==> src/rtl/ascon_pkg.sv <==
// ----------------------------------------------------------------------------
// ASCON-128 engine package
// Shared types, item and register codes, sponge constants and the helper
// functions for round constants, byte masks and padding.
// ----------------------------------------------------------------------------
`default_nettype none

package ascon_pkg;

  typedef logic [4:0][63:0] sponge_t;

  typedef enum logic [1:0] {
    KIND_START = 2'd0,
    KIND_AAD   = 2'd1,
    KIND_TEXT  = 2'd2,
    KIND_NONE  = 2'd3
  } kind_e;

  typedef enum logic [1:0] {
    PH_IDLE = 2'd0,
    PH_AAD  = 2'd1,
    PH_TEXT = 2'd2,
    PH_NONE = 2'd3
  } phase_e;

  typedef enum logic [1:0] {
    CFG_KEY_HIGH = 2'd0,
    CFG_KEY_LOW  = 2'd1,
    CFG_DECRYPT  = 2'd2,
    CFG_UNUSED   = 2'd3
  } cfg_index_e;

  localparam logic [63:0] ASCON_IV  = 64'h80400c0600000000;
  localparam logic [63:0] PAD_FULL  = 64'h8000000000000000;
  localparam logic [63:0] DOMAIN    = 64'h0000000000000001;
  localparam logic [3:0]  FULL_WORD = 4'd8;

  localparam logic [3:0] PA_FIRST   = 4'd0;
  localparam logic [3:0] PB_FIRST   = 4'd6;
  localparam logic [3:0] LAST_ROUND = 4'd11;

  function automatic logic [7:0] round_const(input logic [3:0] r);
    logic [3:0] hi;
    hi = 4'd15 - r;
    return {hi, r};
  endfunction

  function automatic logic [3:0] clamp_bytes(input logic [3:0] n);
    return (n > FULL_WORD) ? FULL_WORD : n;
  endfunction

  function automatic logic [63:0] top_mask(input logic [3:0] n);
    logic [63:0] ones;
    ones = '1;
    return n[3] ? ones : ~(ones >> {n[2:0], 3'b000});
  endfunction

  function automatic logic [63:0] pad_at(input logic [3:0] n);
    return n[3] ? 64'd0 : (PAD_FULL >> {n[2:0], 3'b000});
  endfunction

endpackage

`default_nettype wire

==> src/rtl/ascon_round.sv <==
// ----------------------------------------------------------------------------
// ASCON permutation round
// One round of the permutation: constant addition, the 5-bit substitution
// layer across the five words and the linear diffusion of each word.
// ----------------------------------------------------------------------------
`default_nettype none

module perm_round
  import ascon_pkg::*;
(
  input  sponge_t    state_i,
  input  logic [7:0] rc_i,
  output sponge_t    state_o
);

  logic [63:0] a0, a1, a2, a3, a4;
  logic [63:0] s0, s1, s2, s3, s4;
  logic [63:0] t0, t1, t2, t3, t4;

  always_comb begin
    a0 = state_i[0] ^ state_i[4];
    a4 = state_i[4] ^ state_i[3];
    a2 = state_i[2] ^ {56'd0, rc_i} ^ state_i[1];
    a1 = state_i[1];
    a3 = state_i[3];

    s0 = a0 ^ (~a1 & a2);
    s1 = a1 ^ (~a2 & a3);
    s2 = a2 ^ (~a3 & a4);
    s3 = a3 ^ (~a4 & a0);
    s4 = a4 ^ (~a0 & a1);

    t1 = s1 ^ s0;
    t0 = s0 ^ s4;
    t3 = s3 ^ s2;
    t2 = ~s2;
    t4 = s4;

    state_o[0] = t0 ^ {t0[18:0], t0[63:19]} ^ {t0[27:0], t0[63:28]};
    state_o[1] = t1 ^ {t1[60:0], t1[63:61]} ^ {t1[38:0], t1[63:39]};
    state_o[2] = t2 ^ {t2[0],    t2[63:1]}  ^ {t2[5:0],  t2[63:6]};
    state_o[3] = t3 ^ {t3[9:0],  t3[63:10]} ^ {t3[16:0], t3[63:17]};
    state_o[4] = t4 ^ {t4[6:0],  t4[63:7]}  ^ {t4[40:0], t4[63:41]};
  end

endmodule

`default_nettype wire

==> src/rtl/ascon128_aead_engine_top.sv <==
// ----------------------------------------------------------------------------
// ASCON-128 AEAD engine
// Authenticated encryption and decryption over a 320-bit sponge, one 64-bit
// word per input word, driven by a small sequencer around one round unit.
//
//   Channel  Direction  Handshake              Payload
//   in       input      in_valid_i/in_ready_o   kind, data, bytes, last, nonce,
//                                               expected tag
//   out      output     out_valid_o/out_ready_i text word, bytes, tag, flags
//   cfg      input      cfg_valid_i/cfg_ready_o register index and data
//
// One permutation round per cycle from the shared round unit; the input is not
// ready while a word is processed. A start word runs the initialization
// permutation, the last text word also runs the 12 finalization rounds, and a
// text word that closes the associated data first runs that closing. Reset
// clears the sponge, the phase and the output valid. A waiting result holds the
// sequencer only when the next result is due.
// ----------------------------------------------------------------------------
`default_nettype none

module ascon128_aead_engine_top
  import ascon_pkg::*;
(
  input  logic        clk_i,
  input  logic        rst_ni,

  input  logic        in_valid_i,
  output logic        in_ready_o,
  input  logic [1:0]  kind_i,
  input  logic [63:0] data_word_i,
  input  logic [3:0]  byte_count_i,
  input  logic        last_word_i,
  input  logic [63:0] nonce_high_i,
  input  logic [63:0] nonce_low_i,
  input  logic [63:0] expect_tag_high_i,
  input  logic [63:0] expect_tag_low_i,

  output logic        out_valid_o,
  input  logic        out_ready_i,
  output logic [63:0] out_word_o,
  output logic [3:0]  out_bytes_o,
  output logic [63:0] tag_high_o,
  output logic [63:0] tag_low_o,
  output logic        tag_valid_o,
  output logic        auth_fail_o,

  input  logic        cfg_valid_i,
  output logic        cfg_ready_o,
  input  logic [1:0]  cfg_index_i,
  input  logic [63:0] cfg_data_i
);

  localparam logic [3:0] ST_IDLE      = 4'd0;
  localparam logic [3:0] ST_PERM      = 4'd1;
  localparam logic [3:0] ST_INIT_FIN  = 4'd2;
  localparam logic [3:0] ST_CLOSE     = 4'd3;
  localparam logic [3:0] ST_CLOSE_PAD = 4'd4;
  localparam logic [3:0] ST_CLOSE_DOM = 4'd5;
  localparam logic [3:0] ST_TEXT      = 4'd6;
  localparam logic [3:0] ST_TEXT_PAD  = 4'd7;
  localparam logic [3:0] ST_FIN_KEY   = 4'd8;
  localparam logic [3:0] ST_FIN_TAG   = 4'd9;
  localparam logic [3:0] ST_EMIT      = 4'd10;

  logic [3:0]  state_q, state_d;
  logic [3:0]  cont_q, cont_d;
  logic [3:0]  rnd_q, rnd_d;
  sponge_t     x_q, x_d, x_rnd;
  phase_e      phase_q, phase_d;
  logic        aad_seen_q, aad_seen_d;

  logic [63:0] key_high_q, key_low_q;
  logic        decrypt_q;

  kind_e       itm_kind_q;
  logic [63:0] itm_data_q;
  logic [3:0]  itm_n_q;
  logic        itm_last_q;
  logic        itm_dec_q;
  logic [63:0] exp_high_q, exp_low_q;
  logic [63:0] word_q, word_d;

  logic        out_valid_q, out_valid_d;
  logic [63:0] out_word_q, out_tag_high_q, out_tag_low_q;
  logic [3:0]  out_bytes_q;
  logic        out_tag_valid_q, out_fail_q;

  logic        in_acc, out_free, emit;
  logic [3:0]  cl_n;
  logic [63:0] cl_data, cl_mask, cl_pad, tx_mask, tx_pad, x0_text;

  perm_round u_round (
    .state_i (x_q),
    .rc_i    (round_const(rnd_q)),
    .state_o (x_rnd)
  );

  assign in_ready_o  = (state_q == ST_IDLE);
  assign in_acc      = in_valid_i && in_ready_o;
  assign cfg_ready_o = 1'b1;
  assign out_free    = !out_valid_q || out_ready_i;
  assign emit        = (state_q == ST_EMIT) && out_free;

  assign cl_n    = (itm_kind_q == KIND_TEXT) ? 4'd0 : itm_n_q;
  assign cl_data = (itm_kind_q == KIND_TEXT) ? 64'd0 : itm_data_q;
  assign cl_mask = top_mask(cl_n);
  assign cl_pad  = pad_at(cl_n);
  assign tx_mask = top_mask(itm_n_q);
  assign tx_pad  = pad_at(itm_n_q);

  always_comb begin
    state_d    = state_q;
    cont_d     = cont_q;
    rnd_d      = rnd_q;
    x_d        = x_q;
    phase_d    = phase_q;
    aad_seen_d = aad_seen_q;
    word_d     = word_q;
    x0_text    = x_q[0] ^ (itm_data_q & tx_mask) ^ tx_pad;

    unique case (state_q)
      ST_IDLE: begin
        if (in_acc) begin
          priority if (kind_e'(kind_i) == KIND_START) begin
            x_d     = {nonce_low_i, nonce_high_i, key_low_q, key_high_q, ASCON_IV};
            rnd_d   = PA_FIRST;
            cont_d  = ST_INIT_FIN;
            state_d = ST_PERM;
          end else if (kind_e'(kind_i) == KIND_AAD && phase_q == PH_AAD) begin
            if (last_word_i) begin
              state_d = ST_CLOSE;
            end else begin
              x_d[0]     = x_q[0] ^ data_word_i;
              aad_seen_d = 1'b1;
              rnd_d      = PB_FIRST;
              cont_d     = ST_IDLE;
              state_d    = ST_PERM;
            end
          end else if (kind_e'(kind_i) == KIND_TEXT && phase_q == PH_AAD) begin
            state_d = ST_CLOSE;
          end else if (kind_e'(kind_i) == KIND_TEXT && phase_q == PH_TEXT) begin
            state_d = ST_TEXT;
          end else begin
            state_d = ST_IDLE;
          end
        end
      end
      ST_PERM: begin
        x_d = x_rnd;
        if (rnd_q == LAST_ROUND) begin
          state_d = cont_q;
        end else begin
          rnd_d = rnd_q + 4'd1;
        end
      end
      ST_INIT_FIN: begin
        x_d[3]     = x_q[3] ^ key_high_q;
        x_d[4]     = x_q[4] ^ key_low_q;
        phase_d    = PH_AAD;
        aad_seen_d = 1'b0;
        state_d    = ST_IDLE;
      end
      ST_CLOSE: begin
        if (cl_n != 4'd0 || aad_seen_q) begin
          x_d[0]  = x_q[0] ^ (cl_data & cl_mask) ^ cl_pad;
          rnd_d   = PB_FIRST;
          cont_d  = (cl_n == FULL_WORD) ? ST_CLOSE_PAD : ST_CLOSE_DOM;
          state_d = ST_PERM;
        end else begin
          state_d = ST_CLOSE_DOM;
        end
      end
      ST_CLOSE_PAD: begin
        x_d[0]  = x_q[0] ^ PAD_FULL;
        rnd_d   = PB_FIRST;
        cont_d  = ST_CLOSE_DOM;
        state_d = ST_PERM;
      end
      ST_CLOSE_DOM: begin
        x_d[4]  = x_q[4] ^ DOMAIN;
        phase_d = PH_TEXT;
        state_d = (itm_kind_q == KIND_TEXT) ? ST_TEXT : ST_IDLE;
      end
      ST_TEXT: begin
        if (itm_dec_q) begin
          word_d = (x_q[0] ^ itm_data_q) & tx_mask;
          x_d[0] = ((x_q[0] & ~tx_mask) | (itm_data_q & tx_mask)) ^ tx_pad;
        end else begin
          word_d = x0_text & tx_mask;
          x_d[0] = x0_text;
        end
        if (itm_n_q == FULL_WORD) begin
          rnd_d   = PB_FIRST;
          cont_d  = ST_TEXT_PAD;
          state_d = ST_PERM;
        end else begin
          state_d = ST_FIN_KEY;
        end
      end
      ST_TEXT_PAD: begin
        if (itm_last_q) begin
          x_d[0]  = x_q[0] ^ PAD_FULL;
          state_d = ST_FIN_KEY;
        end else begin
          state_d = ST_EMIT;
        end
      end
      ST_FIN_KEY: begin
        x_d[1]  = x_q[1] ^ key_high_q;
        x_d[2]  = x_q[2] ^ key_low_q;
        rnd_d   = PA_FIRST;
        cont_d  = ST_FIN_TAG;
        state_d = ST_PERM;
      end
      ST_FIN_TAG: begin
        x_d[3]  = x_q[3] ^ key_high_q;
        x_d[4]  = x_q[4] ^ key_low_q;
        phase_d = PH_IDLE;
        state_d = ST_EMIT;
      end
      ST_EMIT: begin
        if (out_free) begin
          state_d = ST_IDLE;
        end
      end
      default: begin
        state_d = ST_IDLE;
      end
    endcase
  end

  always_comb begin
    out_valid_d = out_valid_q;
    if (out_valid_q && out_ready_i) begin
      out_valid_d = 1'b0;
    end
    if (emit) begin
      out_valid_d = 1'b1;
    end
  end

  always_ff @(posedge clk_i or negedge rst_ni) begin
    if (!rst_ni) begin
      state_q     <= ST_IDLE;
      cont_q      <= ST_IDLE;
      rnd_q       <= PA_FIRST;
      x_q         <= '0;
      phase_q     <= PH_IDLE;
      aad_seen_q  <= 1'b0;
      key_high_q  <= '0;
      key_low_q   <= '0;
      decrypt_q   <= 1'b0;
      out_valid_q <= 1'b0;
    end else begin
      state_q     <= state_d;
      cont_q      <= cont_d;
      rnd_q       <= rnd_d;
      x_q         <= x_d;
      phase_q     <= phase_d;
      aad_seen_q  <= aad_seen_d;
      out_valid_q <= out_valid_d;
      if (cfg_valid_i && cfg_ready_o) begin
        unique case (cfg_index_e'(cfg_index_i))
          CFG_KEY_HIGH: key_high_q <= cfg_data_i;
          CFG_KEY_LOW:  key_low_q  <= cfg_data_i;
          CFG_DECRYPT:  decrypt_q  <= cfg_data_i[0];
          default: begin
          end
        endcase
      end
    end
  end

  always_ff @(posedge clk_i) begin
    word_q <= word_d;
    if (in_acc) begin
      itm_kind_q <= kind_e'(kind_i);
      itm_data_q <= data_word_i;
      itm_n_q    <= last_word_i ? clamp_bytes(byte_count_i) : FULL_WORD;
      itm_last_q <= last_word_i;
      itm_dec_q  <= decrypt_q;
      exp_high_q <= expect_tag_high_i;
      exp_low_q  <= expect_tag_low_i;
    end
    if (emit) begin
      out_word_q      <= word_q;
      out_bytes_q     <= itm_n_q;
      out_tag_valid_q <= itm_last_q;
      out_tag_high_q  <= itm_last_q ? x_q[3] : 64'd0;
      out_tag_low_q   <= itm_last_q ? x_q[4] : 64'd0;
      out_fail_q      <= itm_last_q && itm_dec_q &&
                         (x_q[3] != exp_high_q || x_q[4] != exp_low_q);
    end
  end

  assign out_valid_o = out_valid_q;
  assign out_word_o  = out_word_q;
  assign out_bytes_o = out_bytes_q;
  assign tag_high_o  = out_tag_high_q;
  assign tag_low_o   = out_tag_low_q;
  assign tag_valid_o = out_tag_valid_q;
  assign auth_fail_o = out_fail_q;

endmodule

`default_nettype wire

==> config.mk <==
export PLATFORM = sky130hd
export DESIGN_NAME = ascon128_aead_engine_top
export DESIGN_NICKNAME = d
export VERILOG_FILES = /design/src/rtl/ascon_pkg.sv /design/src/rtl/ascon_round.sv /design/src/rtl/ascon128_aead_engine_top.sv
export SDC_FILE = /design/constraint.sdc
export NUM_CORES = 2
export LEC_CHECK = 0
export ABC_AREA = 1
export BUFFER_PORTS_ARGS = -buffer_cell sky130_fd_sc_hd__buf_2
export CAP_MARGIN = 20
export CORE_ASPECT_RATIO = 1.25
export CORE_MARGIN = 1
export CORE_UTILIZATION = 24
export CTS_CLUSTER_SIZE = 12
export DETAILED_ROUTE_END_ITERATION = 8
export MAX_ROUTING_LAYER = met4
export PLACE_DENSITY_LB_ADDON = 0.12
export SLEW_MARGIN = 15
export SYNTH_ARGS = -nofsm -noshare
export SYNTH_HDL_FRONTEND = slang
export SYNTH_HIERARCHICAL = 1
export SYNTH_SLANG_ARGS = --single-unit
==> constraint.sdc <==
create_clock -name clk_i -period 10.9 [get_ports clk_i]
set_input_delay 1.09 -clock clk_i [delete_from_list [all_inputs] [get_ports clk_i]]
set_output_delay 1.09 -clock clk_i [all_outputs]
set_load 0.02 [all_outputs]
==> out/summary.md <==
The run finished with clean final reports. The run gives 0 as the overflow left after global routing. The maximum count of clock buffers along a single path is 3, and the total setup buffers inserted after CTS is 0. Counting every sink on the clock net gives 927. The register cell area after layout came out at 25500 um2.

Buffer type at the clock tree root: sky130_fd_sc_hd__clkbuf_16. The worst endpoint data arrival time is 5.03 ns, and the number of buffers inserted for hold repair after clock tree synthesis is 0. Detailed routing placed a total of 21700 um of wire on met3. The tools report the initial antenna violation count as 39. The H-tree was split into 3 levels. The tools report the placed wire-length estimate after detailed placement as 329000 um.

The die is 477 um wide. In the final layout, the multi-input gates occupy 36900 um2. The floorplan die area is 285000 um2, and the initial DRC count is 6624. The number of endpoints with negative hold slack in the final report was 0; the vias after detailed routing was 69000. The detailed router put a total of 169000 um of wire on met1. The part of the cycle the worst path needs is 0.405, and the placement row count is 217. In this run the remaining antenna-violating nets after routing total 0.

The logs give 0.0857 ns for the worst clock skew on the final layout and 10100 for the net count after synthesis. The total of cells resized after clock tree synthesis was 0. The die is 596 um tall. The summed instance area of the synthesized netlist is 67800 um2.

Setup repair after global routing left no endpoint under its margin. At the end of routability-driven placement, the weighted congestion stood at 1.03. The worst setup path is captured at a flip-flop. The Yosys step of the flow raised 6 warnings. The area added between synthesis and finish is 16.4%. The flop and latch count out of synthesis works out to 927.

The maximum number of pins on one net before global-route repair came out at 129. The first detailed-routing pass took 6 iterations. Along the worst path, the maximum fanout reaches 53. The overall routing resource usage is 0.284, and the worst slack after detailed placement is 5.75 ns. The logs give 0 for the number of pins exceeding their max-slew limit in the final report and 0.376 for the sequential share of the synthesized area.

Setup slack on the critical path of the routed design comes to 6.49 ns. The critical path start-end classification is input pin to flip-flop. The number of distinct standard cells referenced by the synthesized netlist is 51, and the wire length of the first global-routing pass is 543000 um. For the effective utilization at floorplan, the log shows 0.242.

The clock period could shrink to 4.41 ns. Final sum of negative setup slack: 0 ns. The number of instances in the synthesized netlist was 9552; the actual transition at the worst max-transition pin was 1.30 ns. TritonCTS built the clock tree.

For this design the top-level I/O count stands at 599. Wire segments on met2 add up to 190000 um in the final route. The via count of the first global-routing pass was 63500.

The net count of the finished layout is 10600. After detailed routing, the average wire length per cell comes to 29.2 um. The count of port buffers added during placement works out to 597. The tools report the core utilization of the finished layout as 0.282. The element type at the critical path start is an input pin. The path class of the tightest hold or removal check is input pin to async pin.

The tools report the maximum operating frequency as 227 MHz. Setup violations remaining at the end of the flow were counted as 0. Clock-pin slew was measured on the worst setup and hold paths at 0.07 ns. Averaged over all synthesized cells, the footprint is 7.10 um2.

Fill cells in the final layout number 30800. The worst hold slack is 0.361 ns, and the number of remaining DRC errors is 0. Dividing the detail-routed via count by the number of cells gives 4.97. The CTS buffer count is 114.

Clock latency on the worst-skew pair, taken at its later pin, is 0.85 ns. For the relative slew slack, the log shows 0.129. The uppermost signal routing layer after detailed routing was met4. At the worst endpoint, the required time is 11.52 ns. The floorplan step defined a core boundary enclosing 280000 um2.

Summed over all layers, the routed wires come to 405000 um. Max-cap violations in this run came to 0. Ratio of cells with drive above 1 in the final layout: 0.114.
==> cell families after synthesis <==
| logic type | after synthesis | share of synthesized area |
|---|---|---|
| AOI/OAI and AO/OA | 1515 | 0.131 |
| xor gates and xnor gates | 519 | 0.0821 |
| adders and majority gates | 129 | 0.0238 |
| buffers and inverters | 1429 | 0.0820 |
| DFF | 927 | 0.376 |
| other | 1 | 0.0000553 |
| and+or+nand+nor | 5032 | 0.304 |
==> cells in the mapped netlist, drive strengths merged <==
cell type | instances | share of area
a31o | 1 | 0.00013
inv | 1098 | 0.061
nor3b | 4 | 0.00044
a31oi | 71 | 0.0066
a22oi | 234 | 0.026
edfxtp | 462 | 0.20
o21bai | 32 | 0.0035
nand2 | 3703 | 0.21
a21boi | 15 | 0.0027
a22o | 8 | 0.0010
buf | 152 | 0.011
nand3b | 31 | 0.0034
o31ai | 130 | 0.014
nor3 | 3 | 0.00022
a21oi | 222 | 0.017
o21ai | 757 | 0.056
conb | 1 | 0.000055
nor2 | 398 | 0.023
or2 | 4 | 0.00037
nand4 | 187 | 0.017
o22ai | 18 | 0.0017
xnor2 | 184 | 0.035
clkbuf | 169 | 0.0094
nand3 | 701 | 0.052
a41oi | 1 | 0.00013
ha | 129 | 0.024
xor2 | 335 | 0.047
nor4 | 1 | 0.000092
dfrtp | 465 | 0.17
o211ai | 12 | 0.0013
a211oi | 14 | 0.0016
clkinv | 10 | 0.00068
==> sequential cells by signal (all words and copies together) (netlist names), 4 cells and up <==
name and cells:
x_q 320, exp_high_q 64, exp_low_q 64, itm_data_q 64, key_high_q 64, key_low_q 64, out_word_o 64, tag_high_o 64
tag_low_o 64, word_q 64, cont_q 4, itm_n_q 4, out_bytes_o 4, rnd_q 4, state_q 4
==> layout by cell type (no fill, tap or decap), types with 14 or more instances in the layout <==
master | netlist | layout
sky130_fd_sc_hd__nor2_1 | 387 | 383
sky130_fd_sc_hd__clkbuf_1 | 168 | 28
sky130_fd_sc_hd__nand2_1 | 3640 | 3638
sky130_fd_sc_hd__o21bai_1 | 32 | 32
sky130_fd_sc_hd__xor2_2 | 31 | 31
sky130_fd_sc_hd__nand3_1 | 698 | 696
sky130_fd_sc_hd__buf_4 | 10 | 90
sky130_fd_sc_hd__o31ai_1 | 130 | 130
sky130_fd_sc_hd__xnor2_1 | 119 | 115
sky130_fd_sc_hd__buf_2 | 111 | 596
sky130_fd_sc_hd__edfxtp_1 | 462 | 462
sky130_fd_sc_hd__dfrtp_1 | 465 | 465
sky130_fd_sc_hd__a211oi_1 | 14 | 14
sky130_fd_sc_hd__xor2_1 | 303 | 303
sky130_fd_sc_hd__o21ai_0 | 703 | 703
sky130_fd_sc_hd__inv_1 | 1028 | 1027
sky130_fd_sc_hd__a22oi_1 | 234 | 234
sky130_fd_sc_hd__clkbuf_16 | 0 | 118
sky130_fd_sc_hd__o21ai_1 | 53 | 53
sky130_fd_sc_hd__diode_2 | 0 | 26
sky130_fd_sc_hd__nand3b_1 | 31 | 31
sky130_fd_sc_hd__nand2_2 | 61 | 60
sky130_fd_sc_hd__ha_1 | 129 | 129
sky130_fd_sc_hd__clkinv_2 | 7 | 25
sky130_fd_sc_hd__inv_2 | 70 | 69
sky130_fd_sc_hd__a31oi_1 | 71 | 71
sky130_fd_sc_hd__o22ai_1 | 18 | 18
sky130_fd_sc_hd__xnor2_2 | 40 | 44
sky130_fd_sc_hd__xnor2_4 | 25 | 25
sky130_fd_sc_hd__a21oi_1 | 221 | 220
sky130_fd_sc_hd__nand4_1 | 187 | 187
==> per-layer routing <==
metal	global-route usage	up-vias
met1	0.344	33700
met5	-	-
met3	0.0379	568
met2	0.461	2464
li1	-	32300
met4	0.144	0
==> cell type report <==
cell class | instances | share of cell area
diodes | 26 | 0.000825
clock inverters | 62 | 0.00884
flip-flops and latches | 927 | 0.323
repair buffers | 690 | 0.0473
well taps | 3723 | 0.0591
clock buffers | 154 | 0.0402
inverters | 1108 | 0.0530
multi-input cells | 7196 | 0.467
==> stage by stage <==
stage / area (um2) / cells
6_report: 78900 / 13900
5_1_grt: 78900 / 13900
4_1_cts: 78800 / 13900
3_5_place_dp: 74900 / 13600
3_3_place_gp: 74900 / 13600
2_1_floorplan: 67800 / 9552
==> final timing paths <==
kind,start,endpoint,slack (ns),depth (start not counted)
worst max register to register,state_q[1],x_q[90],6.50,8
worst max-delay path,kind_i[0],x_q[154],6.49,11
worst min register to register,word_q[59],out_word_o[59],0.37,0
worst min-delay path,rst_ni,x_q[38],0.36,1
max in group asynchronous,rst_ni,x_q[190],8.12,3
min in group clk_i,word_q[59],out_word_o[59],0.37,0
==> worst max-delay path: stages <==
cell	delay, ns
sky130_fd_sc_hd__buf_2	0.12
sky130_fd_sc_hd__inv_1	0.06
sky130_fd_sc_hd__nand2_1	0.06
sky130_fd_sc_hd__buf_4	0.58
sky130_fd_sc_hd__inv_2	0.42
sky130_fd_sc_hd__nor2_1	0.23
sky130_fd_sc_hd__inv_2	0.09
sky130_fd_sc_hd__nand2_4	0.57
sky130_fd_sc_hd__buf_4	0.64
sky130_fd_sc_hd__buf_4	0.76
sky130_fd_sc_hd__o31ai_1	0.20
Power is left out: the tool's default activity adds up to more than one toggle a clock period on the data nets, which glitch-free logic cannot reach.
